--- src/rtl/psp_pkg.sv ---
// ----------------------------------------------------------------------------
// psp_pkg
// Shared constants and types of the printer serial packet engine.
// ----------------------------------------------------------------------------
package psp_pkg;

  // buffer sizes
  localparam int unsigned PayloadBytes = 640;
  localparam int unsigned ImageBytes   = 8000;
  localparam int unsigned PayAw        = $clog2(PayloadBytes);
  localparam int unsigned ImgAw        = $clog2(ImageBytes);

  // framing bytes
  localparam logic [7:0] SyncFirst  = 8'h88;
  localparam logic [7:0] SyncSecond = 8'h33;
  localparam logic [7:0] AckByte    = 8'h81;

  // command codes
  localparam logic [7:0] CmdInit   = 8'h01;
  localparam logic [7:0] CmdPrint  = 8'h02;
  localparam logic [7:0] CmdData   = 8'h04;
  localparam logic [7:0] CmdStatus = 8'h0f;

  // status masks
  localparam logic [7:0] StCsumErr   = 8'h01;
  localparam logic [7:0] StPrinting  = 8'h02;
  localparam logic [7:0] StRequested = 8'h04;
  localparam logic [7:0] StReady     = 8'h08;
  localparam logic [7:0] StPktErr    = 8'h10;

  localparam logic [7:0] PaletteReset   = 8'he4;
  localparam logic [7:0] TimeoutReset   = 8'd6;
  localparam logic [13:0] RowRound      = 14'd39;   // 40 bytes per row, minus one
  localparam logic [11:0] RowRecip      = 12'd3277; // 2^17 / 40, rounded up
  localparam int unsigned RowShift      = 17;
  localparam logic [9:0] MaxHeight      = 10'd208;

  typedef enum logic {
    JOB_TICK = 1'b0,
    JOB_EXEC = 1'b1
  } job_kind_e;

  // classified request from the framing front end
  typedef struct packed {
    job_kind_e   kind;
    logic        csum_ok;
    logic        len_bad;
    logic [7:0]  cmd;
    logic [7:0]  mode;
    logic [15:0] len;
  } job_t;

  // payload buffer write port
  typedef struct packed {
    logic             we;
    logic [PayAw-1:0] addr;
    logic [7:0]       data;
  } pay_wr_t;

endpackage

--- src/rtl/psp_job_fifo.sv ---
// ----------------------------------------------------------------------------
// psp_job_fifo
// Two-entry queue of classified requests between front and back end.
// ----------------------------------------------------------------------------
module psp_job_fifo (
  input  logic           clk_i,
  input  logic           rst_ni,
  input  logic           push_i,
  input  psp_pkg::job_t  data_i,
  input  logic           pop_i,
  output logic           valid_o,
  output psp_pkg::job_t  data_o
);
  import psp_pkg::*;

  job_t       mem_q [2];
  logic       wr_q, rd_q;
  logic [1:0] cnt_q;
  logic       do_push, do_pop;

  assign do_push = push_i && (cnt_q != 2'd2);
  assign do_pop  = pop_i && (cnt_q != 2'd0);
  assign valid_o = cnt_q != 2'd0;
  assign data_o  = mem_q[rd_q];

  // pointers and fill level
  always_ff @(posedge clk_i or negedge rst_ni) begin
    if (!rst_ni) begin
      wr_q  <= 1'b0;
      rd_q  <= 1'b0;
      cnt_q <= '0;
    end else begin
      if (do_push) wr_q <= !wr_q;
      if (do_pop)  rd_q <= !rd_q;
      cnt_q <= cnt_q + {1'b0, do_push} - {1'b0, do_pop};
    end
  end

  // entry storage
  always_ff @(posedge clk_i) begin
    if (do_push) mem_q[wr_q] <= data_i;
  end

endmodule

--- config.mk ---
export PLATFORM = sky130hd
export DESIGN_NAME = psp_job_fifo
export DESIGN_NICKNAME = d
export VERILOG_FILES = /design/src/rtl/psp_pkg.sv /design/src/rtl/psp_job_fifo.sv
export SDC_FILE = /design/constraint.sdc
export NUM_CORES = 1
export LEC_CHECK = 0
export BUFFER_PORTS_ARGS = -buffer_cell sky130_fd_sc_hd__clkbuf_2
export CAP_MARGIN = 10
export CORE_ASPECT_RATIO = 1.25
export CORE_MARGIN = 2
export CORE_UTILIZATION = 35
export CTS_BUF_LIST = sky130_fd_sc_hd__clkbuf_4 sky130_fd_sc_hd__clkbuf_8 sky130_fd_sc_hd__clkbuf_16
export CTS_CLUSTER_SIZE = 25
export DETAILED_ROUTE_END_ITERATION = 12
export MAX_ROUTING_LAYER = met4
export RECOVER_POWER = 100
export SYNTH_ARGS = -nofsm -noshare
export SYNTH_HDL_FRONTEND = slang
export SYNTH_SLANG_ARGS = --single-unit
export TNS_END_PERCENT = 1
--- constraint.sdc ---
create_clock -name clk_i -period 3.4 [get_ports clk_i]
set_clock_uncertainty 0.1 [all_clocks]
set_input_delay 0.34 -clock clk_i [delete_from_list [all_inputs] [get_ports clk_i]]
set_output_delay 0.34 -clock clk_i [all_outputs]
set_load 0.01 [all_outputs]
==> impl_metrics.env <==
export IMPL_outcome="complete, but fails checks"
export IMPL_failed_checks="max-capacitance violations, max-slew violations"
export IMPL_drv_slew=72
export IMPL_setup_violations=0
export IMPL_core_rowCount=36
export IMPL_hpwl_um=3000
export IMPL_p_sw_share_pct=28.5
export IMPL_vias_per_cell=4.50
export IMPL_synth_area_leader_cell="edfxtp_1"
export IMPL_leakage_nw=1.16
export IMPL_crit_path_top_delay_cell="nor2_2"
export IMPL_worst_ep_arrival_time_ns=2.43
export IMPL_clkSlewWorstSetupHoldPaths_ns=0.08
export IMPL_syn2layout_area_growth_pct=23.5
export IMPL_grt_pass1_wl_um=6930
export IMPL_slew_headroom_pct=-22.0
export IMPL_r2r_end="mem_q[1][28]"
export IMPL_path_delay_family="simple AND/OR/NAND/NOR gates"
export IMPL_synth_commonest_cells="edfxtp_1, mux2_1, dfrtp_1, nor2_1"
export IMPL_firstDrtPassIters=4
export IMPL_ys_warn_count=0
export IMPL_hold_slack_ns=0.0951
export IMPL_cts_sinks=74
export IMPL_routabilityCongestion=0.702
export IMPL_groute_usage_overall_pct=11.5
export IMPL_synth_top_area_share_pct=76.3
export IMPL_syn_num_nets=172
export IMPL_synth_ff_type="edfxtp_1"
export IMPL_synth_cells=132
export IMPL_ys_ff_latch=74
export IMPL_core_area_mm2=0.00770
export IMPL_synth_seq_area_share_pct=80.0
export IMPL_crit_start="cnt_q[1]"
export IMPL_synth_distinct_cells=18
export IMPL_drtIter0Drc=108
export IMPL_p_int_w=0.00208
export IMPL_cts_resized=0
export IMPL_grt_pass1_vias=1342
export IMPL_path_class="flop to flop"
export IMPL_path_cells="inv_1 -> o21ai_0 -> nor2_2"
export IMPL_postSynthAreaPerCell_um2=20.9
export IMPL_cts_root_buf="clkbuf_8"
export IMPL_period_needed_ns=2.61
export IMPL_port_buffers=74
export IMPL_final_cell_count_no_fill=313
export IMPL_worstMarginPinSlew_ns=1.83
export IMPL_cts_tree="done"
export IMPL_min_path_cells=1
export IMPL_startpoint_type="flop"
export IMPL_cp_slowest_stage_delay_ns=1.40
export IMPL_die_h_um=103
export IMPL_syn_area_mm2=0.00275
export IMPL_min_path_type="input pin to flop"
export IMPL_n_antenna_cell=0
export IMPL_finalHoldViolCount=0
export IMPL_crit_fanout=35
export IMPL_ff2ff_path_depth=3
export IMPL_min_to="mem_q[1][18]"
export IMPL_route_detailed_drc=0
export IMPL_ir_worst_vdd_mv=0.499
export IMPL_drive_above_1_share_pct=15.1
export IMPL_grt_max_degree=37
export IMPL_power_w=0.00291
export IMPL_vias=1410
export IMPL_async_reset_ff_share_pct=5.41
export IMPL_power_density_mw_per_mm2=855
export IMPL_synth_most_common_cell="edfxtp_1"
export IMPL_min_delay_start="data_i[18]"
export IMPL_dieArea_mm2=0.00860
export IMPL_switchingPower_w=0.000829
export IMPL_nFillCells=716
export IMPL_clock_fmax_ghz=0.383
export IMPL_cts_buffers=9
export IMPL_antenna_found_initial=0
export IMPL_drv_cap=2
export IMPL_regToRegSetupSlack_ns=0.79
export IMPL_wl_per_cell_um=15.0
export IMPL_finalCritPeriodShare_pct=76.8
export IMPL_wl_um=4710
export IMPL_htree_levels=3
export IMPL_final_util_pct=44.2
export IMPL_pwr_share_clk_pct=29.6
export IMPL_fin_nets=254
export IMPL_rsz0062_at_grt="no"
export IMPL_post_cts_setup_buffers=0
export IMPL_dp_cells=297
export IMPL_fin_tns_setup_ns=0
export IMPL_clock_latency_ns=0.33
export IMPL_cts_hold_buffers=1
export IMPL_rr_startpoint="cnt_q[1]"
export IMPL_ys_top_cells_by_area="edfxtp_1, mux2_1, dfrtp_1"
export IMPL_critPathCaptureType="flop"
export IMPL_io_pin_count=75
export IMPL_initial_core_util_pct=35.8
export IMPL_postRouteAntennaNets=0
export IMPL_critPathBufInv=1
export IMPL_grt_ovfl_total=0
export IMPL_cp_required_ns=3.22
export IMPL_synth_edf_count=70
export IMPL_p_comb_share_pct=22.4
export IMPL_seqPwrFrac_pct=48.1
export IMPL_cts_buffer_depth=2
export IMPL_die_x_um=83.3
==> power by group through the flow <==
stage	Sequential, W	Combinational (W)	Clock (W)
floorplan	0.00132	0.000533	0
global placement	0.00141	0.000730	0
detailed placement	0.00142	0.000724	0
CTS	0.00140	0.000728	0.000870
global route	0.00143	0.000726	0.000912
finish	0.00140	0.000651	0.000859
==> worst max-delay path by stage <==
stage                         to  slack, ns  cells after the start
global placement    mem_q[1][13]       1.36                      3
detailed placement  mem_q[1][13]       1.37                      3
global route        mem_q[1][14]       0.53                      3
finish              mem_q[1][28]       0.79                      3
CTS                    data_o[0]       1.10                      2
floorplan            mem_q[0][0]       0.82                      3
==> final cells by class <==
cell class | instances | area [µm²] | share of cell area [%]
repair buffers | 75 | 307 | 9.01
flip-flops and latches | 74 | 2200 | 64.8
well taps | 95 | 119 | 3.50
inverters | 2 | 7.51 | 0.221
multi-input cells | 52 | 510 | 15.0
clock buffers | 9 | 124 | 3.64
clock inverters | 6 | 130 | 3.83
==> flip-flops by register name, summed over array words and instances, names as in the netlist <==
| name | cells |
|---|---|
| cnt_q | 2 |
| rd_q | 1 |
| wr_q | 1 |
| mem_q | 70 |
==> layer usage <==
metal	global-route usage, %	routed length (µm)	up-vias
li1	-	-	674
met1	13.5	2020	686
met2	17.1	2340	48
met3	4.68	337	2
met4	6.05	7	0
met5	-	0	-
==> through the flow <==
stage / setup WS (ns) / area (µm²)
after global placement: 1.36 / 3220
final: 0.787 / 3400
after CTS: 1.10 / 3480
after global routing: 0.526 / 3400
after floorplan: 0.818 / 2750
after detailed placement: 1.37 / 3220
==> cell families (layout without fill, tap and decap cells) <==
kind of cell    after synthesis  after routing  synth area share, %
simple gates                  8              8                 1.32
compound gates                5              5                 1.32
flops                        74             74                 80.0
fa+ha+maj                     1              1                0.454
mux                          35             35                 14.3
buf+inv                       6             92                 1.68
xor+xnor                      3              3                0.954
==> placed cells by master (no fill, tap or decap), drive strengths merged, types with 2 or more instances in the layout <==
cell,synthesis,layout
bufinv,0,4
clkinv,0,2
edfxtp,70,70
nor2,4,4
dfrtp,4,4
mux2,35,35
xnor2,3,3
inv,2,2
clkbuf,0,83
o21ai,2,2
Note: power is estimated with default switching activity, not from simulation.
