--- config.mk ---
export PLATFORM = sky130hd
export DESIGN_NAME = psp_front_flat
export DESIGN_NICKNAME = d
export VERILOG_FILES = /design/src/rtl/psp_pkg.sv /design/src/rtl/psp_if.sv /design/src/rtl/psp_front.sv /design/src/flat_wrapper.sv
export SDC_FILE = /design/constraint.sdc
export NUM_CORES = 1
export LEC_CHECK = 0
export BUFFER_PORTS_ARGS = -buffer_cell sky130_fd_sc_hd__buf_2
export CORE_UTILIZATION = 44
export CTS_BUF_LIST = sky130_fd_sc_hd__clkbuf_2
export CTS_CLUSTER_DIAMETER = 30
export DETAILED_ROUTE_END_ITERATION = 16
export HOLD_SLACK_MARGIN = 0.12
export SLEW_MARGIN = 0
export SYNTH_ARGS = -nofsm -noshare
export SYNTH_HDL_FRONTEND = slang
export SYNTH_SLANG_ARGS = --single-unit
export TNS_END_PERCENT = 5
--- constraint.sdc ---
create_clock -name clk_i -period 3.8 [get_ports clk_i]
set_clock_uncertainty 0.15 [all_clocks]
set_input_delay 0.57 -clock clk_i [delete_from_list [all_inputs] [get_ports clk_i]]
set_output_delay 0.57 -clock clk_i [all_outputs]
set_load 0.02 [all_outputs]
--- src/rtl/psp_pkg.sv ---
// ----------------------------------------------------------------------------
// psp_pkg
// Shared constants and types of the printer serial packet engine.
// ----------------------------------------------------------------------------
package psp_pkg;

  // buffer sizes
  localparam int unsigned PayloadBytes = 640;
  localparam int unsigned ImageBytes   = 8000;
  localparam int unsigned PayAw        = $clog2(PayloadBytes);
  localparam int unsigned ImgAw        = $clog2(ImageBytes);

  // framing bytes
  localparam logic [7:0] SyncFirst  = 8'h88;
  localparam logic [7:0] SyncSecond = 8'h33;
  localparam logic [7:0] AckByte    = 8'h81;

  // command codes
  localparam logic [7:0] CmdInit   = 8'h01;
  localparam logic [7:0] CmdPrint  = 8'h02;
  localparam logic [7:0] CmdData   = 8'h04;
  localparam logic [7:0] CmdStatus = 8'h0f;

  // status masks
  localparam logic [7:0] StCsumErr   = 8'h01;
  localparam logic [7:0] StPrinting  = 8'h02;
  localparam logic [7:0] StRequested = 8'h04;
  localparam logic [7:0] StReady     = 8'h08;
  localparam logic [7:0] StPktErr    = 8'h10;

  localparam logic [7:0] PaletteReset   = 8'he4;
  localparam logic [7:0] TimeoutReset   = 8'd6;
  localparam logic [13:0] RowRound      = 14'd39;   // 40 bytes per row, minus one
  localparam logic [11:0] RowRecip      = 12'd3277; // 2^17 / 40, rounded up
  localparam int unsigned RowShift      = 17;
  localparam logic [9:0] MaxHeight      = 10'd208;

  typedef enum logic {
    JOB_TICK = 1'b0,
    JOB_EXEC = 1'b1
  } job_kind_e;

  // classified request from the framing front end
  typedef struct packed {
    job_kind_e   kind;
    logic        csum_ok;
    logic        len_bad;
    logic [7:0]  cmd;
    logic [7:0]  mode;
    logic [15:0] len;
  } job_t;

  // payload buffer write port
  typedef struct packed {
    logic             we;
    logic [PayAw-1:0] addr;
    logic [7:0]       data;
  } pay_wr_t;

endpackage

--- src/rtl/psp_if.sv ---
// ----------------------------------------------------------------------------
// psp_in_if / psp_out_if
// Valid/ready channels of the printer serial packet engine.
// ----------------------------------------------------------------------------
interface psp_in_if;
  logic       valid;
  logic       ready;
  logic       operation;
  logic [7:0] byte_value;

  modport source (output valid, output operation, output byte_value, input ready);
  modport sink   (input valid, input operation, input byte_value, output ready);
endinterface


--- src/rtl/psp_front.sv ---
// ----------------------------------------------------------------------------
// psp_front
// Framing machine: takes requests, tracks the packet, fills the payload
// buffer and hands packet execution and ticks to the back end.
// ----------------------------------------------------------------------------
module psp_front (
  input  logic              clk_i,
  input  logic              rst_ni,
  psp_in_if.sink            req_i,
  input  logic              cfg_we_i,
  input  logic [7:0]        cfg_wdata_i,
  input  logic              fifo_empty_i,
  input  logic              back_idle_i,
  output logic              job_push_o,
  output psp_pkg::job_t     job_o,
  output psp_pkg::pay_wr_t  pay_wr_o,
  output logic              fr_valid_o,
  input  logic              fr_ready_i,
  output logic [7:0]        fr_reply_o
);
  import psp_pkg::*;

  localparam logic [3:0] PH_IDLE    = 4'd0;
  localparam logic [3:0] PH_SYNC    = 4'd1;
  localparam logic [3:0] PH_CMD     = 4'd2;
  localparam logic [3:0] PH_MODE    = 4'd3;
  localparam logic [3:0] PH_LEN_LO  = 4'd4;
  localparam logic [3:0] PH_LEN_HI  = 4'd5;
  localparam logic [3:0] PH_PAYLOAD = 4'd6;
  localparam logic [3:0] PH_SUM_LO  = 4'd7;
  localparam logic [3:0] PH_SUM_HI  = 4'd8;
  localparam logic [3:0] PH_ACK     = 4'd9;
  localparam logic [3:0] PH_STATUS  = 4'd10;

  logic [3:0]  phase_q, phase_d;
  logic [7:0]  cmd_q, cmd_d, mode_q, mode_d;
  logic [15:0] len_q, len_d, count_q, count_d, sum_q, sum_d, sent_q, sent_d;
  logic        len_bad_q, len_bad_d;
  logic [7:0]  idle_q, idle_d, timeout_q;
  logic        fr_valid_q, fr_valid_d;
  logic [7:0]  reply_q, reply_d;
  logic        accept;
  logic [7:0]  v;
  logic [15:0] full_len, count_inc;

  assign req_i.ready = !fr_valid_q && fifo_empty_i && back_idle_i;
  assign accept      = req_i.valid && req_i.ready;
  assign v           = req_i.byte_value;
  assign full_len    = {v, len_q[7:0]};
  assign count_inc   = count_q + 16'd1;

  // framing next state
  always_comb begin
    phase_d    = phase_q;
    cmd_d      = cmd_q;
    mode_d     = mode_q;
    len_d      = len_q;
    count_d    = count_q;
    sum_d      = sum_q;
    sent_d     = sent_q;
    len_bad_d  = len_bad_q;
    idle_d     = idle_q;
    fr_valid_d = fr_valid_q && !fr_ready_i;
    reply_d    = reply_q;
    job_push_o = 1'b0;
    job_o      = '{kind: JOB_TICK, csum_ok: (sum_q == sent_q), len_bad: len_bad_q,
                   cmd: cmd_q, mode: mode_q, len: len_q};
    pay_wr_o   = '{we: 1'b0, addr: count_q[PayAw-1:0], data: v};
    if (accept && req_i.operation) begin
      // tick: idle timeout, then the back end handles the print counter
      job_push_o = 1'b1;
      if (phase_q != PH_IDLE) begin
        idle_d = (idle_q == 8'hff) ? idle_q : idle_q + 8'd1;
        if (idle_d >= timeout_q) begin
          phase_d = PH_IDLE; len_d = '0; count_d = '0; sum_d = '0;
          sent_d = '0; idle_d = '0; len_bad_d = 1'b0;
        end
      end
    end else if (accept) begin
      idle_d     = '0;
      fr_valid_d = 1'b1;
      reply_d    = '0;
      unique case (phase_q)
        PH_IDLE: if (v == SyncFirst) phase_d = PH_SYNC;
        PH_SYNC: begin
          if (v == SyncSecond)     phase_d = PH_CMD;
          else if (v == SyncFirst) phase_d = PH_SYNC;
          else                     phase_d = PH_IDLE;
        end
        PH_CMD: begin
          cmd_d = v; sum_d = {8'd0, v}; phase_d = PH_MODE;
        end
        PH_MODE: begin
          mode_d = v; sum_d = sum_q + {8'd0, v}; phase_d = PH_LEN_LO;
        end
        PH_LEN_LO: begin
          len_d = {8'd0, v}; sum_d = sum_q + {8'd0, v}; phase_d = PH_LEN_HI;
        end
        PH_LEN_HI: begin
          len_d     = full_len;
          sum_d     = sum_q + {8'd0, v};
          count_d   = '0;
          len_bad_d = full_len > 16'(PayloadBytes);
          phase_d   = (full_len != '0) ? PH_PAYLOAD : PH_SUM_LO;
        end
        PH_PAYLOAD: begin
          sum_d       = sum_q + {8'd0, v};
          pay_wr_o.we = count_q < 16'(PayloadBytes);
          count_d     = count_inc;
          if (count_inc == len_q) phase_d = PH_SUM_LO;
        end
        PH_SUM_LO: begin
          sent_d = {8'd0, v}; phase_d = PH_SUM_HI;
        end
        PH_SUM_HI: begin
          sent_d = {v, sent_q[7:0]}; phase_d = PH_ACK;
        end
        PH_ACK: begin
          reply_d = AckByte; phase_d = PH_STATUS;
        end
        PH_STATUS: begin
          // status reply and execution belong to the back end
          fr_valid_d  = 1'b0;
          job_push_o  = 1'b1;
          job_o.kind  = JOB_EXEC;
          phase_d = PH_IDLE; len_d = '0; count_d = '0; sum_d = '0;
          sent_d = '0; len_bad_d = 1'b0;
        end
        default: phase_d = PH_IDLE;
      endcase
    end
  end

  // framing registers
  always_ff @(posedge clk_i or negedge rst_ni) begin
    if (!rst_ni) begin
      phase_q    <= PH_IDLE;
      cmd_q      <= '0;
      mode_q     <= '0;
      len_q      <= '0;
      count_q    <= '0;
      sum_q      <= '0;
      sent_q     <= '0;
      len_bad_q  <= 1'b0;
      idle_q     <= '0;
      timeout_q  <= TimeoutReset;
      fr_valid_q <= 1'b0;
      reply_q    <= '0;
    end else begin
      phase_q    <= phase_d;
      cmd_q      <= cmd_d;
      mode_q     <= mode_d;
      len_q      <= len_d;
      count_q    <= count_d;
      sum_q      <= sum_d;
      sent_q     <= sent_d;
      len_bad_q  <= len_bad_d;
      idle_q     <= idle_d;
      fr_valid_q <= fr_valid_d;
      reply_q    <= reply_d;
      if (cfg_we_i) timeout_q <= cfg_wdata_i;
    end
  end

  assign fr_valid_o = fr_valid_q;
  assign fr_reply_o = reply_q;

endmodule

--- src/flat_wrapper.sv ---
// flat-port wrapper written by rule: the top's interface ports become plain ports
module psp_front_flat import psp_pkg::*;
  (clk_i, rst_ni, cfg_we_i, cfg_wdata_i, fifo_empty_i, back_idle_i, job_push_o, job_o, pay_wr_o, fr_valid_o, fr_ready_i, fr_reply_o, req_i_valid, req_i_operation, req_i_byte_value, req_i_ready);
  psp_in_if req_i_i ();
  input  logic clk_i;
  input  logic rst_ni;
  input  logic cfg_we_i;
  input  logic [7:0] cfg_wdata_i;
  input  logic fifo_empty_i;
  input  logic back_idle_i;
  output logic job_push_o;
  output psp_pkg::job_t job_o;
  output psp_pkg::pay_wr_t pay_wr_o;
  output logic fr_valid_o;
  input  logic fr_ready_i;
  output logic [7:0] fr_reply_o;
  input wire logic [$bits(req_i_i.valid)-1:0] req_i_valid;
  input wire logic [$bits(req_i_i.operation)-1:0] req_i_operation;
  input wire logic [$bits(req_i_i.byte_value)-1:0] req_i_byte_value;
  output wire logic [$bits(req_i_i.ready)-1:0] req_i_ready;
  assign req_i_i.valid = req_i_valid;
  assign req_i_i.operation = req_i_operation;
  assign req_i_i.byte_value = req_i_byte_value;
  assign req_i_ready = req_i_i.ready;
  psp_front u_core (.clk_i(clk_i), .rst_ni(rst_ni), .req_i(req_i_i), .cfg_we_i(cfg_we_i), .cfg_wdata_i(cfg_wdata_i), .fifo_empty_i(fifo_empty_i), .back_idle_i(back_idle_i), .job_push_o(job_push_o), .job_o(job_o), .pay_wr_o(pay_wr_o), .fr_valid_o(fr_valid_o), .fr_ready_i(fr_ready_i), .fr_reply_o(fr_reply_o));
endmodule
==> results of run 1 <==
==> cell usage in the layout, fill, tap and decap left out, types with 4 or more instances in the layout <==
master	count
sky130_fd_sc_hd__inv_1	34
sky130_fd_sc_hd__nor4_1	10
sky130_fd_sc_hd__nor2b_1	8
sky130_fd_sc_hd__nand4_1	15
sky130_fd_sc_hd__clkbuf_2	10
sky130_fd_sc_hd__a22oi_1	8
sky130_fd_sc_hd__and3_1	9
sky130_fd_sc_hd__nand3_2	4
sky130_fd_sc_hd__nand2b_1	9
sky130_fd_sc_hd__nand2_1	108
sky130_fd_sc_hd__ha_1	18
sky130_fd_sc_hd__mux2_2	18
sky130_fd_sc_hd__conb_1	6
sky130_fd_sc_hd__a22o_1	4
sky130_fd_sc_hd__nand3_1	22
sky130_fd_sc_hd__mux2i_1	19
sky130_fd_sc_hd__a21o_1	7
sky130_fd_sc_hd__o21ai_0	78
sky130_fd_sc_hd__nor2_1	33
sky130_fd_sc_hd__dlygate4sd3_1	29
sky130_fd_sc_hd__dfrtp_1	101
sky130_fd_sc_hd__or4_1	5
sky130_fd_sc_hd__xnor2_1	43
sky130_fd_sc_hd__xor2_1	7
sky130_fd_sc_hd__and2_1	5
sky130_fd_sc_hd__o41ai_1	5
sky130_fd_sc_hd__buf_4	12
sky130_fd_sc_hd__o31ai_1	12
sky130_fd_sc_hd__o21a_1	4
sky130_fd_sc_hd__a21oi_1	16
sky130_fd_sc_hd__nor3_1	8
sky130_fd_sc_hd__o211ai_1	4
sky130_fd_sc_hd__buf_2	81
==> repair_timing <==
item                                    CTS  global route
resized for setup                         0             2
hold buffers                             29             0
hold endpoints to repair                122             0
buffers inserted                          0             0
endpoints found under the setup margin    0            17
==> worst min path at each step <==
stage / from / endpoint / slack (ns) / cells past startpoint
2_1_floorplan: rst_ni / u_core.cmd_q[0] / 0.12 / 0
3_3_place_gp: u_core.mode_q[2] / u_core.mode_q[2] / 0.34 / 1
3_5_place_dp: u_core.cmd_q[5] / u_core.cmd_q[5] / 0.34 / 1
4_1_cts: cfg_we_i / u_core.timeout_q[0] / 0.14 / 2
5_1_grt: cfg_we_i / u_core.timeout_q[0] / 0.17 / 2
6_report: req_i_byte_value[4] / u_core.sent_q[4] / 0.21 / 4
==> critical path: cells and delay by family (launching register included) <==
| kind | cells | cell delay [ns] |
|---|---|---|
| buffers and inverters | 1 | 0.25 |
| AND/OR/NAND/NOR | 6 | 0.70 |
| XOR/XNOR | 1 | 0.16 |
| adder cells (fa/ha/maj) | 2 | 0.52 |
| multiplexers | 1 | 0.24 |
| AO/OA/AOI/OAI | 4 | 0.96 |
| flip-flops | 1 | 0.49 |
==> cells by family (layout without fill, tap and decap cells) <==
family / count (synthesis) / after routing
flip-flops: 103 / 103
AND/OR/NAND/NOR: 261 / 261
multiplexers: 38 / 38
AO/OA/AOI/OAI: 159 / 159
XOR/XNOR: 50 / 50
adder cells (fa/ha/maj): 19 / 19
other: 1 / 7
buffers and inverters: 99 / 173
==> routing by layer <==
metal | up-vias | global-route usage (%)
li1 | 2683 | -
met1 | 2706 | 29.7
met2 | 141 | 40.8
met3 | 31 | 4.08
met4 | 0 | 9.15
met5 | - | 0
==> flip-flops by register name, indices dropped and copies added (netlist names), 4 cells and up <==
name / flops
u_core.count_q: 16
u_core.len_q: 16
u_core.sent_q: 16
u_core.sum_q: 16
u_core.cmd_q: 8
u_core.idle_q: 8
u_core.mode_q: 8
u_core.timeout_q: 8
u_core.phase_q: 4
==> power by group <==
| group | total (mW) | internal, mW | switching, mW |
|---|---|---|---|
| Clock | 0.475 | 0.0892 | 0.386 |
| Combinational | 1.72 | 0.722 | 0.999 |
| Sequential | 1.70 | 1.36 | 0.336 |
==> final cells by class <==
| cell class | count | area, um^2 | area share [%] |
|---|---|---|---|
| inverter | 34 | 128 | 1.74 |
| clock inverter | 6 | 36.3 | 0.496 |
| tap | 184 | 230 | 3.15 |
| antenna | 1 | 2.50 | 0.0342 |
| sequential | 103 | 2580 | 35.2 |
| timing repair buffer | 123 | 806 | 11.0 |
| multi-input combinational | 533 | 3490 | 47.6 |
| clock buffer | 10 | 50.0 | 0.684 |
==> per-stage QoR <==
stage / std cells / setup slack, ns
3_5_place_dp: 948 / 0.290
4_1_cts: 993 / 0.217
6_report: 994 / 0.281
3_3_place_gp: 948 / 0.462
5_1_grt: 994 / -0.0335
2_1_floorplan: 735 / 0.525
==> run_results.csv, run 1 <==
group,metric,value,unit
outcome,outcome,"finished clean",
synth,synth.mux.area_fraction,6.24,%
synth,synth_simple_gate_area_share,20.9,%
worst_setup_path,crit_path_end_kind,"flop",
global_route,grt_start_max_net_pins,104,
global_route,antenna_found_initial,1,
synth,synth-compound-area-share,15.3,%
route,detailedRoute.firstIterationViolations,340,
worst_setup_path,crit_path_max_incr_delay,0.49,ns
synth,synth_largest_area_cell,"sky130_fd_sc_hd__dfrtp_1",
synth,area_share_of_the_leading_cell_type_in_the_synthesized_netlist,38.7,%
global_route,first_global_vias,5415,
clock_network,clk_latency,0.63,ns
timing,period_minus_slack,3.52,ns
floorplanning,floorplan.die_area,15400,um^2
final_layout,utilization,50.4,%
clock_network,cts_tree,"done",
floorplanning,fp.coreArea,14500,um^2
route,met1_length,7.57,mm
synth,syn-mean-instance-area,8.96,um^2
synth,synth-main-ff-cell,"sky130_fd_sc_hd__dfrtp_1",
timing,setup_total_negative_slack,0,ns
global_route,grt_pass1_wl,27.6,mm
worst_setup_path,cell_depth_of_the_worst_flop_to_flop_path,15,
worst_setup_path,timing.rr.start,"u_core.idle_q[0]",
final_layout,fillerInstances,1371,
floorplanning,initial_core_util,45.0,%
clock_network,htreeDepth,3,
final_layout,layout-drive-gt1-share,18.5,%
worst_setup_path,setup.worst_path.class,"flop to flop",
route,number_of_vias_per_cell_after_detailed_routing,5.59,
synth,synth_area_leaders,"sky130_fd_sc_hd__dfrtp_1 (39%), sky130_fd_sc_hd__nand2_1 (6.2%), sky130_fd_sc_hd__o21ai_0 (6.0%), sky130_fd_sc_hd__xnor2_1 (5.8%), sky130_fd_sc_hd__buf_4 (3.4%)",
place,place.port_buffers,82,
timing,max_freq,284,MHz
worst_setup_path,end_of_the_worst_register_to_register_path,"u_core.len_q[14]",
worst_setup_path,worst-endpoint-required,4.22,ns
synth,synthDistinctLibCells,65,
clock_network,clk_pin_slew_worst_paths,0.28,ns
route,met3RoutedLength,697,um
timing,worstMarginPinSlew,0.702,ns
worst_setup_path,worstSetupEndpoint,"u_core.len_q[14]",
clock_network,clock_path_buffers,2,
worst_setup_path,start_kind,"flop",
floorplanning,ioPinCount,89,
synth,synth.cells.most_frequent,"sky130_fd_sc_hd__nand2_1 (108), sky130_fd_sc_hd__dfrtp_1 (101), sky130_fd_sc_hd__o21ai_0 (78)",
synth,ys_async_sr_fraction,100,%
route,antenna_left,0,
final_layout,finalNetCount,847,
power,vdd.ir_drop.worst,0.267,mV
route,final_wirelength,17.2,mm
worst_setup_path,startpoint,"u_core.idle_q[0]",
power,power_leakage,3.29,nW
min_path,holdCritPathClass,"primary input to flop",
synth,synthesized_area_fraction_occupied_by_xor_and_xnor_cells,6.70,%
global_route,overflow_left_after_global_routing,0,
synth,yosys.cell_count.top_type,"sky130_fd_sc_hd__nand2_1",
route,routed_wire_length_per_instance,17.3,um
timing,post-route-period-util,92.6,%
global_route,grt_usage,23.7,%
timing,hold-worst-slack,0.209,ns
timing,report.final.slew_viol_count,0,
final_layout,syn_to_final_growth,12.0,%
run,max-cap-violations,0,
synth,synth_top_family_by_area,"simple AND/OR/NAND/NOR gates",
floorplanning,floorplan.rows,44,
place,post_dp_cell_area,6930,um^2
route,detail_route.first_pass.iterations,8,
place,gp_congestion,0.871,
route,routed.top_layer,"met4",
worst_setup_path,crit_chain,"ha_1, nand2_1, nor2_1, a21oi_1, nand3_1, xnor2_1, ha_1, nand3_1, o22ai_1, nor3_1, o31ai_1, buf_4, nand2_2, a31oi_4, mux2i_1",
route,remaining_drc_errors,0,
route,detailroute.wirelength.met2,8.52,mm
clock_network,root_buffer,"sky130_fd_sc_hd__clkbuf_2",
worst_setup_path,worst_ep_arrival_time,3.94,ns
floorplanning,die-height,124,um
worst_setup_path,worst_path_max_delay_cell,"sky130_fd_sc_hd__dfrtp_1",
power,p_per_area,532,nW/um^2
timing,finalSetupViolCount,0,
synth,synth_seq_cells,103,
worst_setup_path,reg2reg_setup_slack,0.28,ns
clock_network,cts_made_buffers,9,
synth,synthCells,730,
worst_setup_path,worstPathMaxFanout,14,
final_layout,finalInstanceArea,7320,um^2
synth,yosysWarningCount,0,
synth,synth.yosys.seq_area_share,39.5,%
route,vias,5561,
timing,worst_slew_margin_rel,52.8,%
synth,adder_cell_fraction_of_synth_area,3.75,%
synth,synth-edff-count,0,
clock_network,clock_sink_count,103,
timing,final-hold-violation-count,0,
place,dp.final_hpwl,12.0,mm
timing,rsz0062_at_grt,"true",
synth,post_synth_instance_area,6540,um^2
power,total_power,3.90,mW
floorplanning,die_boundary_width,124,um
No activity file was read; power rests on OpenSTA's default activity.
==> inputs of run 2 (changes only) <==
--- a/config.mk
+++ b/config.mk
@@ -6,11 +6,14 @@
 export NUM_CORES = 1
 export LEC_CHECK = 0
 export BUFFER_PORTS_ARGS = -buffer_cell sky130_fd_sc_hd__buf_2
+export CELL_PAD_IN_SITES_DETAIL_PLACEMENT = 0
+export CELL_PAD_IN_SITES_GLOBAL_PLACEMENT = 1
 export CORE_UTILIZATION = 44
 export CTS_BUF_LIST = sky130_fd_sc_hd__clkbuf_2
 export CTS_CLUSTER_DIAMETER = 30
 export DETAILED_ROUTE_END_ITERATION = 16
 export HOLD_SLACK_MARGIN = 0.12
+export PLACE_DENSITY_LB_ADDON = 0.1
 export SLEW_MARGIN = 0
 export SYNTH_ARGS = -nofsm -noshare
 export SYNTH_HDL_FRONTEND = slang
==> run 2 against run 1 <==
  * Hold slack worse by 0.054 ns
  * Largest power group unchanged
  * Global-route usage is 0.31 points lower
  * Clock power is 2% lower
  * Count of clock-buffer cells in the layout is 1 lower
  * Via count is 0.77% lower
  * Cell count is 0.10% lower
  * Power is 0.29% lower
  * Sequential power hardly changed
  * Sequential share of layout area hardly changed
  * Final area hardly changed
  * First-iteration DRC count is 30% lower
  * Critical path depth is 2 lower
==> run_results.csv, run 2 (synthesized netlist as in run 1, its figures left out) <==
group,metric,value,unit
worst_setup_path,start_kind,"flop",
floorplanning,floorplan.die_area,15400,um^2
place,dp.final_hpwl,12.2,mm
global_route,grt_start_max_net_pins,81,
worst_setup_path,timing.critical_path.max_delay_family,"compound AO/OA/AOI/OAI gates",
floorplanning,die_boundary_width,124,um
clock_network,clock_path_buffers,2,
timing,worst_slew_margin_rel,56.7,%
power,combPwrFrac,44.3,%
timing,setup_total_negative_slack,0,ns
worst_setup_path,critical_path_buf_inv_count,1,
timing,report.final.slew_viol_count,0,
global_route,grt_pass1_wl,27.5,mm
worst_setup_path,reg2reg_setup_slack,0.33,ns
worst_setup_path,crit_path_max_incr_delay,0.53,ns
place,gp_congestion,0.871,
worst_setup_path,timing.rr.start,"u_core.idle_q[0]",
timing,final-hold-violation-count,0,
outcome,outcome,"finished clean",
timing,post-route-period-util,91.4,%
power,p_per_area,531,nW/um^2
timing,worstMarginPinSlew,0.649,ns
global_route,overflow_left_after_global_routing,0,
power,power.share.switching,44.3,%
run,max-cap-violations,0,
worst_setup_path,worst_ep_arrival_time,3.84,ns
worst_setup_path,cell_repeated_most_along_the_worst_path,"sky130_fd_sc_hd__nand3_1",
worst_setup_path,crit_path_end_kind,"flop",
floorplanning,initial_core_util,45.0,%
power,cell_internal_pwr,2.16,mW
worst_setup_path,worst_path_max_delay_cell,"sky130_fd_sc_hd__o31ai_4",
final_layout,fillerInstances,1415,
power,power_leakage,3.29,nW
route,remaining_drc_errors,0,
place,place.port_buffers,82,
route,detail_route.first_pass.iterations,4,
final_layout,layout-drive-gt1-share,19.0,%
final_layout,finalNetCount,847,
power,clock_power_share,12.0,%
power,net_switching_component_of_the_power,1.72,mW
min_path,min_delay_worst_endpoint,"u_core.len_q[2]",
route,vias,5518,
worst_setup_path,worstPathMaxFanout,11,
route,met3RoutedLength,642,um
power,pwr-share-seq,43.7,%
clock_network,root_buffer,"sky130_fd_sc_hd__clkbuf_2",
worst_setup_path,setup.worst_path.class,"flop to flop",
final_layout,ant_diodes,0,
final_layout,most_common_library_cell_in_the_layout_ignoring_fill_and_taps,"sky130_fd_sc_hd__nand2_1",
floorplanning,fp.coreArea,14500,um^2
final_layout,area_occupied_by_registers,2580,um^2
clock_network,clk_pin_slew_worst_paths,0.29,ns
floorplanning,die-height,124,um
global_route,first_global_vias,5255,
clock_network,htreeDepth,3,
global_route,grt_usage,23.4,%
route,routed.top_layer,"met4",
worst_setup_path,end_of_the_worst_register_to_register_path,"u_core.sum_q[8]",
power,total_power,3.88,mW
timing,max_freq,288,MHz
timing,period_minus_slack,3.47,ns
clock_network,cts_made_buffers,9,
clock_network,clock_sink_count,103,
worst_setup_path,worst-endpoint-required,4.17,ns
route,detailroute.wirelength.met2,8.58,mm
worst_setup_path,startpoint,"u_core.idle_q[0]",
timing,hold-worst-slack,0.155,ns
worst_setup_path,cell_depth_of_the_worst_flop_to_flop_path,13,
final_layout,layout.cells.most_common_list,"sky130_fd_sc_hd__nand2_1 (108), sky130_fd_sc_hd__dfrtp_1 (101), sky130_fd_sc_hd__buf_2 (81)",
clock_network,cts_tree,"done",
route,routed_wire_length_per_instance,17.4,um
route,final_wirelength,17.3,mm
route,antenna_left,0,
floorplanning,ioPinCount,89,
global_route,antenna_found_initial,0,
route,met1_length,7.77,mm
floorplanning,floorplan.rows,44,
clock_network,clk_latency,0.61,ns
route,number_of_vias_per_cell_after_detailed_routing,5.56,
min_path,holdCritPathClass,"primary input to flop",
final_layout,multi_input_gate_area_in_the_final_layout,3500,um^2
min_path,worstHoldStart,"req_i_byte_value[2]",
final_layout,syn_to_final_growth,11.9,%
route,detailedRoute.firstIterationViolations,237,
timing,finalSetupViolCount,0,
worst_setup_path,crit_chain,"ha_1, nand2_1, nor2_1, a21oi_1, nand3_1, xnor2_1, ha_1, nand3_1, o31ai_4, nand3_1, buf_4, o21ai_0, o31ai_1",
power,vdd.ir_drop.worst,0.304,mV
clock_network,setup_repair_bufs_after_cts,0,
min_path,min_delay_path_depth,3,
[run 2: changes by cell type in the layout (fill, tap and decap cells not counted), moves of 2 or more]
cell and change:
sky130_fd_sc_hd__inv_6 -2, sky130_fd_sc_hd__dlygate4sd3_1 -5, sky130_fd_sc_hd__clkinv_1 +2, sky130_fd_sc_hd__clkinv_2 -2, sky130_fd_sc_hd__buf_4 +5, sky130_fd_sc_hd__clkinvlp_4 +2
[run 2: power by group through the flow]
stage | clock, mW | sequential, mW | combinational, mW
6_report | 0.467 | 1.70 | 1.72
5_1_grt | 0.523 | 1.74 | 1.92
4_1_cts | 0.484 | 1.69 | 1.74
3_5_place_dp | 0 | 1.71 | 1.70
3_3_place_gp | 0 | 1.70 | 1.67
2_1_floorplan | 0 | 1.74 | 1.16
[run 2: metal layers]
layer | vias up | track usage, %
met5 | - | 0
met4 | 0 | 8.18
met3 | 20 | 3.21
met2 | 119 | 39.9
met1 | 2704 | 30.4
li1 | 2675 | -
[run 2: how the worst max path moves through the flow]
stage / slack (ns) / end / cells after the start
floorplan: 0.52 / u_core.len_q[10] / 13
global placement: -0.18 / u_core.count_q[3] / 12
detailed placement: -0.37 / u_core.count_q[2] / 12
CTS: 0.002 / u_core.count_q[2] / 12
global route: -0.01 / u_core.sent_q[1] / 14
finish: 0.33 / u_core.sum_q[8] / 13
[run 2: final cells by class]
class | instances | share of cell area, %
multi-input combinational | 533 | 47.8
sequential | 103 | 35.3
timing repair buffer | 123 | 10.8
tap | 184 | 3.15
inverter | 34 | 1.74
clock buffer | 9 | 0.616
clock inverter | 7 | 0.547
[run 2: stage by stage]
step | utilization [%] | setup slack (ns) | instance area [um^2] | cells
after floorplan | - | 0.525 | 6560 | 735
after global placement | 47.9 | -0.177 | 6970 | 953
after detailed placement | 47.9 | -0.369 | 6970 | 953
after CTS | 50.2 | 0.00191 | 7300 | 993
after global routing | 50.3 | -0.0113 | 7320 | 993
final | 50.3 | 0.328 | 7320 | 993
[run 2: worst min-delay path, delay by kind of cell]
| kind | cells | cell delay [ns] |
|---|---|---|
| and+or+nand+nor | 1 | 0.09 |
| muxes | 1 | 0.06 |
| buffers and inverters | 1 | 0.20 |
[run 2: timing repair]
item                       4_1_cts  5_1_grt
gates resized for setup          1        3
setup endpoints to repair       62       49
pin swaps                        0        0
hold buffers                    24        0
hold endpoints to repair        90        0
==> inputs of run 3 (changes only) <==
--- a/config.mk
+++ b/config.mk
@@ -6,7 +6,7 @@
 export NUM_CORES = 1
 export LEC_CHECK = 0
 export BUFFER_PORTS_ARGS = -buffer_cell sky130_fd_sc_hd__buf_2
-export CELL_PAD_IN_SITES_DETAIL_PLACEMENT = 0
+export CELL_PAD_IN_SITES_DETAIL_PLACEMENT = 1
 export CELL_PAD_IN_SITES_GLOBAL_PLACEMENT = 1
 export CORE_UTILIZATION = 44
 export CTS_BUF_LIST = sky130_fd_sc_hd__clkbuf_2
@@ -14,7 +14,7 @@
 export DETAILED_ROUTE_END_ITERATION = 16
 export HOLD_SLACK_MARGIN = 0.12
 export PLACE_DENSITY_LB_ADDON = 0.1
-export SLEW_MARGIN = 0
+export SLEW_MARGIN = 30
 export SYNTH_ARGS = -nofsm -noshare
 export SYNTH_HDL_FRONTEND = slang
 export SYNTH_SLANG_ARGS = --single-unit
==> run 3 against run 2 <==
  * Sequential power hardly changed
  * Global-route usage is 2.9 points higher
  * Critical path depth is 2 higher
  * Critical path type unchanged
==> run_results.csv, run 3 (synthesized netlist as in run 1, its figures left out) <==
group,metric,value,unit
final_layout,layout-drive-gt1-share,19.3,%
timing,worst_slew_margin_rel,55.7,%
worst_setup_path,crit_path_max_incr_delay,0.47,ns
worst_setup_path,worstPathMaxFanout,11,
worst_setup_path,start_kind,"flop",
timing,setup_slack,0.316,ns
final_layout,ant_diodes,0,
route,antenna_left,0,
final_layout,finalNetCount,852,
final_layout,stdcell_count,998,
worst_setup_path,crit_chain,"ha_1, nand2_1, nor2_1, a21oi_1, nand3_1, xnor2_1, ha_1, nand3_1, o22ai_1, nor3_1, o31ai_4, nand3_1, buf_4, o21ai_0, o31ai_1",
clock_network,clk_latency,0.63,ns
timing,period_minus_slack,3.48,ns
route,routed.top_layer,"met4",
floorplanning,ioPinCount,89,
floorplanning,die-height,124,um
route,routed_wire_length_per_instance,19.3,um
timing,report.final.slew_viol_count,0,
final_layout,fillerInstances,1754,
clock_network,cts_tree,"done",
power,total_power,3.99,mW
clock_network,clk_pin_slew_worst_paths,0.30,ns
global_route,antenna_found_initial,0,
global_route,overflow_left_after_global_routing,0,
route,detailroute.wirelength.met2,9.97,mm
worst_setup_path,crit_path_end_kind,"flop",
final_layout,most_common_library_cell_in_the_layout_ignoring_fill_and_taps,"sky130_fd_sc_hd__nand2_1",
route,detail_route.first_pass.iterations,6,
floorplanning,fp.coreArea,14500,um^2
power,vdd.ir_drop.worst,0.299,mV
final_layout,finalInstanceArea,7380,um^2
clock_network,clock_path_buffers,2,
power,cell_internal_pwr,2.18,mW
global_route,grt_usage,26.4,%
route,vias,5633,
power,clock_power_share,12.7,%
min_path,holdCritPathClass,"primary input to asynchronous set/reset pin",
worst_setup_path,timing.critical_path.max_delay_family,"simple AND/OR/NAND/NOR gates",
worst_setup_path,cell_repeated_most_along_the_worst_path,"sky130_fd_sc_hd__nand3_1",
route,detailedRoute.firstIterationViolations,206,
power,net_switching_component_of_the_power,1.81,mW
clock_network,cts_made_buffers,9,
route,met1_length,8.28,mm
timing,finalSetupViolCount,0,
place,place_worst_setup_slack,0.0343,ns
clock_network,htreeDepth,3,
worst_setup_path,worst_ep_arrival_time,3.87,ns
final_layout,syn_to_final_growth,12.9,%
power,pwr-share-seq,42.7,%
worst_setup_path,setup.worst_path.class,"flop to flop",
final_layout,area_occupied_by_registers,2580,um^2
global_route,first_global_vias,5846,
floorplanning,floorplan.die_area,15400,um^2
route,number_of_vias_per_cell_after_detailed_routing,5.64,
place,dp.final_hpwl,13.7,mm
floorplanning,floorplan.rows,44,
route,final_wirelength,19.2,mm
timing,post-route-period-util,91.7,%
power,p_per_area,540,nW/um^2
worst_setup_path,worst_path_max_delay_cell,"sky130_fd_sc_hd__dfrtp_1",
final_layout,multi_input_gate_area_in_the_final_layout,3500,um^2
floorplanning,initial_core_util,45.0,%
route,remaining_drc_errors,0,
worst_setup_path,worst-endpoint-required,4.18,ns
final_layout,layout.cells.most_common_list,"sky130_fd_sc_hd__nand2_1 (108), sky130_fd_sc_hd__dfrtp_1 (101), sky130_fd_sc_hd__buf_2 (81)",
place,gp_congestion,0.871,
global_route,grt_start_max_net_pins,81,
global_route,grt_pass1_wl,30.7,mm
power,power_leakage,3.31,nW
power,power.share.switching,45.3,%
place,place.port_buffers,82,
place,numPlacedInstances,953,
timing,setup_total_negative_slack,0,ns
floorplanning,die_boundary_width,124,um
outcome,outcome,"finished clean",
clock_network,setup_repair_bufs_after_cts,0,
timing,rsz0062_at_grt,"false",
timing,final-hold-violation-count,0,
timing,worstMarginPinSlew,0.659,ns
power,combPwrFrac,44.5,%
run,max-cap-violations,0,
timing,max_freq,287,MHz
clock_network,root_buffer,"sky130_fd_sc_hd__clkbuf_2",
route,met3RoutedLength,601,um
worst_setup_path,critical_path_buf_inv_count,1,
clock_network,clock_sink_count,103,
place,post_dp_cell_area,6970,um^2
==> run 3: cell types whose count changed in the layout (fill, tap and decap cells not counted) <==
cell / previous run / this run
sky130_fd_sc_hd__inv_6: 0 / 1
sky130_fd_sc_hd__dlygate4sd3_1: 24 / 29
sky130_fd_sc_hd__clkinvlp_4: 2 / 3
sky130_fd_sc_hd__inv_8: 0 / 1
sky130_fd_sc_hd__clkinv_1: 3 / 0
==> run 3: layout make-up <==
type,instances,area share (%)
clock inverter,7,0.763
timing repair buffer,128,11.4
tap,184,3.12
inverter,34,1.73
multi-input combinational,533,47.4
clock buffer,9,0.610
sequential,103,34.9
==> run 3: metrics by stage <==
stage	util (%)	hold WS (ns)
after floorplan	-	0.124
after global placement	47.9	0.333
after detailed placement	48.0	0.341
after CTS	50.7	0.123
after global routing	50.8	0.142
final	50.8	0.182
==> run 3: worst paths after layout <==
check | startpoint | endpoint | slack, ns | cells after the start
worst max-delay path | u_core.idle_q[1] | u_core.sum_q[8] | 0.32 | 15
worst min-delay path | rst_ni | u_core.count_q[13] | 0.18 | 2
worst max register to register | u_core.idle_q[1] | u_core.sum_q[8] | 0.32 | 15
worst min register to register | u_core.sent_q[11] | u_core.sent_q[11] | 0.39 | 2
max in group asynchronous | rst_ni | u_core.sent_q[11] | 2.54 | 3
min in group clk_i | req_i_byte_value[7] | u_core.sent_q[15] | 0.18 | 3
==> run 3: repair_timing <==
item	in CTS	in global routing
endpoints found under the setup margin	0	42
gates resized for setup	0	3
endpoints found under the hold margin	119	0
hold buffers	29	0
==> run 3: worst register-to-register path, delay by kind of cell, from the launching register on <==
| family | cells | cell delay (ns) |
|---|---|---|
| adders and majority gates | 2 | 0.48 |
| AOI/OAI and AO/OA | 5 | 0.73 |
| and+or+nand+nor | 6 | 1.07 |
| buffers and inverters | 1 | 0.24 |
| DFF | 1 | 0.47 |
| xor gates and xnor gates | 1 | 0.23 |
==> run 3: metal layers <==
metal  vias up  global-route usage (%)
li1       2690                       -
met1      2823                    32.7
met2        95                    46.5
met3        25                    3.62
met4         0                    9.75
met5         -                       0
==> run 3: power groups by stage <==
stage	combinational (mW)	clock, mW	sequential [mW]
final	1.78	0.508	1.70
after global routing	1.96	0.572	1.75
after CTS	1.79	0.523	1.70
after detailed placement	1.75	0	1.72
after global placement	1.67	0	1.70
after floorplan	1.16	0	1.74
